[config.mk]
export PLATFORM = sky130hd
export DESIGN_NAME = ile_ctrl
export DESIGN_NICKNAME = d
export VERILOG_FILES = /design/src/ile_pkg.sv /design/src/ile_ctrl.sv
export SDC_FILE = /design/constraint.sdc
export NUM_CORES = 1
export LEC_CHECK = 0
export BUFFER_PORTS_ARGS = -buffer_cell sky130_fd_sc_hd__buf_2
export CAP_MARGIN = 20
export CORE_AREA = 5 5 42 44
export CTS_CLUSTER_SIZE = 10
export DETAILED_ROUTE_END_ITERATION = 8
export DIE_AREA = 0 0 47 49
export PLACE_DENSITY = 0.66
export SETUP_SLACK_MARGIN = 0.15
export SYNTH_ARGS = -nofsm -noshare
export SYNTH_HDL_FRONTEND = slang
export SYNTH_SLANG_ARGS = --single-unit
[constraint.sdc]
create_clock -name clk -period 1.7 [get_ports clk]
set_input_delay 0.34 -clock clk [delete_from_list [all_inputs] [get_ports clk]]
set_output_delay 0.34 -clock clk [all_outputs]
set_load 0.02 [all_outputs]
[src/ile_pkg.sv]
package ile_pkg;

  // Field widths of the request and result transactions
  localparam int OP_W    = 3;
  localparam int IDX_W   = 10;
  localparam int WORD_W  = 64;
  localparam int STAT_W  = 2;
  localparam int FOUND_W = 11;
  localparam int CNT_O_W = 11;

  typedef logic [OP_W-1:0]           op_t;
  typedef logic [IDX_W-1:0]          idx_t;
  typedef logic signed [WORD_W-1:0]  word_t;
  typedef logic [STAT_W-1:0]         status_t;
  typedef logic signed [FOUND_W-1:0] found_t;
  typedef logic [CNT_O_W-1:0]        count_t;

  // Operation codes
  localparam op_t OP_GET    = 3'd0;
  localparam op_t OP_SET    = 3'd1;
  localparam op_t OP_APPEND = 3'd2;
  localparam op_t OP_REMOVE = 3'd3;
  localparam op_t OP_CLEAR  = 3'd4;
  localparam op_t OP_FIND   = 3'd5;

  // Status codes
  localparam status_t ST_OK   = 2'd0;
  localparam status_t ST_OOB  = 2'd1;
  localparam status_t ST_FULL = 2'd2;

  // Found index when the key is absent
  localparam found_t NOT_FOUND = '1;

  // Commands from controller to datapath
  typedef struct packed {
    logic    load;       // capture request fields
    logic    rd_idx;     // read entry at request index
    logic    wr_idx;     // write value at request index
    logic    wr_app;     // write value at count, count + 1
    logic    clr_cnt;    // count to zero
    logic    dec_cnt;    // count - 1
    logic    scan_rm;    // scan pointer to index + 1
    logic    scan_find;  // scan pointer to zero
    logic    scan_step;  // read at pointer if below count
    logic    shift_wr;   // write last read word one slot down
    logic    found_cap;  // record last read address as match
    logic    res_load;   // load result register
    status_t status;     // status for the result
  } cmd_t;

  // Status from datapath to controller
  typedef struct packed {
    op_t  op;
    logic idx_ok;     // index below count
    logic not_full;   // count below capacity
    logic scan_more;  // scan pointer below count
    logic pend;       // read data from last scan step is valid
    logic hit;        // pending read data equals key
  } stat_t;

endpackage

[src/ile_ctrl.sv]
module ile_ctrl (
  input  logic           clk,
  input  logic           rst_n,
  input  ile_pkg::stat_t stat,
  input  logic           in_valid,
  output logic           in_ready,
  input  logic           out_ready,
  output logic           out_valid,
  output ile_pkg::cmd_t  cmd
);
  import ile_pkg::*;

  localparam logic [1:0] S_IDLE   = 2'd0;
  localparam logic [1:0] S_DECODE = 2'd1;
  localparam logic [1:0] S_SCAN   = 2'd2;
  localparam logic [1:0] S_FIN    = 2'd3;

  logic [1:0] state_r, state_nxt;
  status_t    st_r, st_nxt;
  logic       out_valid_r, out_valid_nxt;

  // Next state and command decode
  always_comb begin
    cmd           = '0;
    cmd.status    = st_r;
    state_nxt     = state_r;
    st_nxt        = st_r;
    out_valid_nxt = out_valid_r && !out_ready;
    case (state_r)
      S_IDLE: begin
        if (in_valid) begin
          cmd.load  = 1'b1;
          state_nxt = S_DECODE;
        end
      end
      S_DECODE: begin
        st_nxt    = ST_OK;
        state_nxt = S_FIN;
        case (stat.op)
          OP_GET: begin
            if (stat.idx_ok) cmd.rd_idx = 1'b1;
            else st_nxt = ST_OOB;
          end
          OP_SET: begin
            if (stat.idx_ok) cmd.wr_idx = 1'b1;
            else st_nxt = ST_OOB;
          end
          OP_APPEND: begin
            if (stat.not_full) cmd.wr_app = 1'b1;
            else st_nxt = ST_FULL;
          end
          OP_REMOVE: begin
            if (stat.idx_ok) begin
              cmd.scan_rm = 1'b1;
              state_nxt   = S_SCAN;
            end else begin
              st_nxt = ST_OOB;
            end
          end
          OP_CLEAR: cmd.clr_cnt = 1'b1;
          OP_FIND: begin
            cmd.scan_find = 1'b1;
            state_nxt     = S_SCAN;
          end
          default: ;
        endcase
      end
      S_SCAN: begin
        if (stat.op == OP_FIND && stat.hit) begin
          cmd.found_cap = 1'b1;
          state_nxt     = S_FIN;
        end else begin
          // remove: move the word read last cycle down by one
          if (stat.op == OP_REMOVE && stat.pend) cmd.shift_wr = 1'b1;
          if (!stat.pend && !stat.scan_more) begin
            if (stat.op == OP_REMOVE) cmd.dec_cnt = 1'b1;
            state_nxt = S_FIN;
          end else begin
            cmd.scan_step = 1'b1;
          end
        end
      end
      S_FIN: begin
        if (!out_valid_r || out_ready) begin
          cmd.res_load  = 1'b1;
          out_valid_nxt = 1'b1;
          state_nxt     = S_IDLE;
        end
      end
      default: state_nxt = S_IDLE;
    endcase
  end

  always_ff @(posedge clk) begin
    if (!rst_n) begin
      state_r     <= S_IDLE;
      st_r        <= ST_OK;
      out_valid_r <= 1'b0;
    end else begin
      state_r     <= state_nxt;
      st_r        <= st_nxt;
      out_valid_r <= out_valid_nxt;
    end
  end

  assign in_ready  = (state_r == S_IDLE);
  assign out_valid = out_valid_r;

endmodule

==> results of run 1 <==
[flip-flops by register name, summed over array words and instances, names as in the netlist]
name and flops:
st_r 2, state_r 2, out_valid 1
[cells in the mapped netlist (2+ instances only)]
library cell	n
nor2b_1	6
dfxtp_1	5
ha_1	5
and2_1	4
inv_1	4
nand2_1	3
and2b_1	2
mux2i_1	2
nor2_1	2
nor4b_1	2
[cells by family after synthesis]
| family | Yosys count | synth area share [%] |
|---|---|---|
| AND/OR/NAND/NOR | 27 | 38.9 |
| AO/OA/AOI/OAI | 8 | 18.2 |
| adder cells (fa/ha/maj) | 5 | 13.6 |
| flip-flops | 5 | 21.7 |
| buffers and inverters | 4 | 3.26 |
| multiplexers | 2 | 4.35 |
[power breakdown]
group          internal, W  leakage (nW)  switching, W
clock network    0.0000884        0.0150     0.0000441
logic             0.000330         0.323      0.000324
registers         0.000161        0.0421     0.0000428
[metal layers]
metal  vias to the layer above  track usage [%]  part of all wire (%)
met5                         -                0                     0
met4                         0             5.53                     0
met3                         0             1.48                   6.6
met2                        12             16.7                    51
met1                       227             13.7                    43
li1                        259                -                     -
[metrics by stage]
| step | area [µm²] | cells |
|---|---|---|
| final | 827 | 103 |
| after global routing | 827 | 103 |
| after detailed placement | 649 | 96 |
| after CTS | 795 | 103 |
| after floorplan | 479 | 51 |
| after global placement | 649 | 96 |
[final cells by class]
cell class / instances / area, µm² / area share (%)
sequential: 5 / 108 / 13.0
tap: 16 / 20.0 / 2.42
inverter: 4 / 20.0 / 2.42
clock buffer: 4 / 26.3 / 3.18
multi-input combinational: 42 / 439 / 53.1
timing repair buffer: 32 / 214 / 25.9
[repair_timing]
item,in CTS,in global routing
hold endpoints to repair,0,0
pin swaps,5,0
resized for setup,30,7
setup buffers,3,0
endpoints found under the setup margin,11,10
[path summary, 6_finish.rpt]
path	start	end	slack, ps	cells past startpoint
worst max-delay path	state_r[1]	cmd[10]	110	5
worst min-delay path	rst_n	out_valid	360	2
worst max register to register	state_r[1]	state_r[0]	330	6
worst min register to register	st_r[0]	st_r[0]	520	2
[critical path, stage by stage, from the launching register on]
cell and delay [ps]:
dfxtp_4 360, inv_4 40, ha_4 160, and2b_1 180, and3_4 150, buf_6 120
==> flow_summary.ini, run 1 <==
[outcome]
status = complete, no violations

[logic_synthesis]
ys_warn_count = 0
synth-main-ff-cell = dfxtp_1
synth_edf_count = 0
synth.area.top_cells = dfxtp_1, ha_1, nor2b_1, o221ai_4, and2_1
ys_ff_latch = 5
ys_types = 26
syn_avg_cell_area_um2 = 9.03
syn_area_um2 = 460
yosysTopAreaCell = dfxtp_1
syn_nets = 68
synth_cells = 51
synth.top_cell.area_share_pct = 21.7
synth-seq-area-share_pct = 21.7
async_reset_ff_share_pct = 0

[layout]
layout_commonest_cell = buf_2
diodes = 0
finish.utilization_pct = 59.0
drive_gt1_share_pct = 64.4
area_growth_pct = 79.6
nets = 105
fillCellCount = 126
layout_common_cells = buf_2, buf_4, nor2b_1, buf_6

[placement]
dp_slack_ps = 161
io_buffer_count = 27
place.gp.congestion = 0.736
dp_hpwl_um = 909

[timing]
post-route-min-period_ps = 1590
timing_hold_violations_final = 0
setup_viol = 0
tns_ps = 0
maxSlewViolCount = 0
setup_slack_ps = 106
grt_setup_unrepaired = yes
fin_crit_sh_pct = 93.8
worst_slew_pin_slew_ps = 260
relSlewSlack_pct = 82.6
hold_ws_ps = 359
clock.fmax_ghz = 0.627
skew_ps = 1.51

[die]
io_pins = 28
initial_utilization_pct = 32.9
fp.dieW_um = 47
core_mm2 = 0.00140
die-height_um = 49
num_rows = 14
die-area_mm2 = 0.00230

[setup_path]
cp.arrival_ps = 1250
crit_required_ps = 1360
worstSetupStartpointType = register
critPathMaxFanout = 4
crit_path_end_kind = output pin
critical_path_class = register to output pin

[global_route]
antenna_found_initial = 0
grt_pass1_vias = 446
grtUsageTotal_pct = 10.7
grt_pass1_wl_um = 1880
overflow = 0
grt_max_degree = 10

[drt]
routedWlPerCell_um = 11.4
drt-vias-per-instance = 4.83
ant_nets = 0
drt-total-wl_um = 1180
drc = 0
firstDrtPassIters = 3
drt_iter0_markers = 1
dr_total_vias = 498

[pwr]
p_total_w = 0.000989
powerDensity_mw_per_mm2 = 1200
ir_drop_mv = 0.653
power_leakage_nw = 0.380

[flow_run]
max-cap-violations = 0

[hold_path]
hold_path.class = input pin to register

[clocking]
clock_latency_ps = 230
root_buffer = clkbuf_4
cts_tree = done
hold_buffers = 0
htreeDepth = 1
numCtsBuffers = 3
clkSlewWorstSetupHoldPaths_ps = 40
cts.sinks = 5
clock_path_buffers = 2
Power figures use the tool's default switching activity.
==> run 2: changes to the inputs <==
--- a/config.mk
+++ b/config.mk
@@ -8,6 +8,7 @@
 export BUFFER_PORTS_ARGS = -buffer_cell sky130_fd_sc_hd__buf_2
 export CAP_MARGIN = 20
 export CORE_AREA = 5 5 42 44
+export CTS_BUF_LIST = sky130_fd_sc_hd__clkbuf_8
 export CTS_CLUSTER_SIZE = 10
 export DETAILED_ROUTE_END_ITERATION = 8
 export DIE_AREA = 0 0 47 49
==> flow_summary.ini, run 2 (synthesis gave the netlist of run 1 again) <==
[pwr]
p_total_w = 0.00106
ir_drop_mv = 0.773
p_int_w = 0.000639
p_sw_w = 0.000422
clkPwrFrac_pct = 20.0
swShare_pct = 39.8
seq_power_share_pct = 19.2
powerDensity_mw_per_mm2 = 1270
power_leakage_nw = 0.391
power_frac_comb_pct = 60.8

[timing]
tns_ps = 0
setup_viol = 0
setup_slack_ps = 124
grt_setup_unrepaired = yes
maxSlewViolCount = 0
clock.fmax_ghz = 0.634
worst_slew_pin_slew_ps = 260
skew_ps = 0.938
timing_hold_violations_final = 0
relSlewSlack_pct = 82.6
post-route-min-period_ps = 1580
fin_crit_sh_pct = 92.7

[clocking]
htreeDepth = 1
clock_path_buffers = 2
root_buffer = clkbuf_8
cts.sinks = 5
numCtsBuffers = 3
clkSlewWorstSetupHoldPaths_ps = 30
cts_tree = done
hold_buffers = 0
clock_latency_ps = 220

[layout]
area_growth_pct = 82.1
fillCellCount = 122
diodes = 0
layout_commonest_cell = buf_2
finish.utilization_pct = 59.8
multi_input_area_um2 = 432
drive_gt1_share_pct = 64.4
register_area_um2 = 108
layout_common_cells = buf_2, buf_4, nor2b_1, buf_6
nets = 105

[die]
initial_utilization_pct = 32.9
io_pins = 28
fp.dieW_um = 47
die-height_um = 49
num_rows = 14
die-area_mm2 = 0.00230
core_mm2 = 0.00140

[hold_path]
whs_path_depth = 2
hold_end = out_valid
hold_path.class = input pin to register
min_from = rst_n

[global_route]
grtUsageTotal_pct = 11.3
antenna_found_initial = 0
grt_pass1_wl_um = 1920
grt_max_degree = 10
overflow = 0
grt_pass1_vias = 449

[setup_path]
crit_required_ps = 1360
path_cells = inv_4, ha_4, and2b_1, and3_4, buf_6
reg2reg_depth = 6
r2r-end = state_r[0]
worstReg2RegStart = state_r[1]
worstSetupStartpointType = register
critical_path_class = register to output pin
crit_path_end_kind = output pin
cpMaxStageDelayCell = dfxtp_4
worst-path-buf-inv = 2
slowest_delay_ps = 360
critPathMaxFanout = 4
r2r_setup_slack_ps = 330
crit_family = flip-flops
cp.arrival_ps = 1240

[drt]
drt-total-wl_um = 1220
routedWlPerCell_um = 11.8
drt-vias-per-instance = 4.86
firstDrtPassIters = 3
dr_total_vias = 501
drc = 0
drt_iter0_markers = 1
ant_nets = 0

[placement]
io_buffer_count = 27
dp_slack_ps = 161
place.gp.congestion = 0.736
dp_hpwl_um = 909

[outcome]
status = complete, no violations

[flow_run]
max-cap-violations = 0
## run 2: cell count changes in the layout (fill, tap and decap cells not counted), sizes merged
cell,change
clkbuf,-1
inv,+1
## run 2: worst max path at each step
stage / from / endpoint / slack, ps / cells past startpoint
finish: state_r[1] / cmd[10] / 120 / 5
global route: state_r[1] / cmd[11] / 70 / 5
CTS: state_r[1] / cmd[10] / 120 / 5
detailed placement: state_r[1] / cmd[10] / 160 / 5
global placement: stat[6] / cmd[8] / 190 / 5
floorplan: state_r[1] / cmd[11] / 60 / 4
## run 2: worst reg2reg max path, cell delays in order, from the launching register on
cell	delay, ps
dfxtp_4	350
buf_4	130
ha_1	200
nand3b_1	130
o221ai_4	130
a2111oi_2	220
a211oi_1	80
## run 2: cell type report
type	count	area share (%)
inverter	4	2.39
tap	16	2.39
multi-input combinational	42	51.5
sequential	5	12.8
timing repair buffer	32	25.5
clock buffer	3	4.93
clock inverter	1	0.448
## run 2: layer usage
layer	up-vias	global-route usage (%)	share of wire, %
met4	0	8.29	1.1
met5	-	0	0
met1	226	13.9	42
met2	14	17.0	50
li1	259	-	-
met3	2	1.48	6.6
## run 2: what timing repair did
action / in CTS / in global routing
resized for setup: 29 / 7
setup buffers: 3 / 0
endpoints found under the hold margin: 0 / 0
pin swaps: 5 / 0
endpoints found under the setup margin: 11 / 9
## run 2: power by group through the flow
stage	Clock (W)	Combinational [W]	Sequential [W]
after floorplan	0	0.000333	0.000180
after CTS	0.000221	0.000607	0.000203
after global routing	0.000228	0.000702	0.000210
final	0.000212	0.000646	0.000204
after detailed placement	0	0.000464	0.000179
after global placement	0	0.000461	0.000176
## run 2: through the flow
stage	std cells	hold slack (ps)	instance area (µm²)
2_1_floorplan	51	458	479
3_3_place_gp	96	506	649
3_5_place_dp	96	507	649
4_1_cts	103	376	811
5_1_grt	103	401	838
6_report	103	374	838
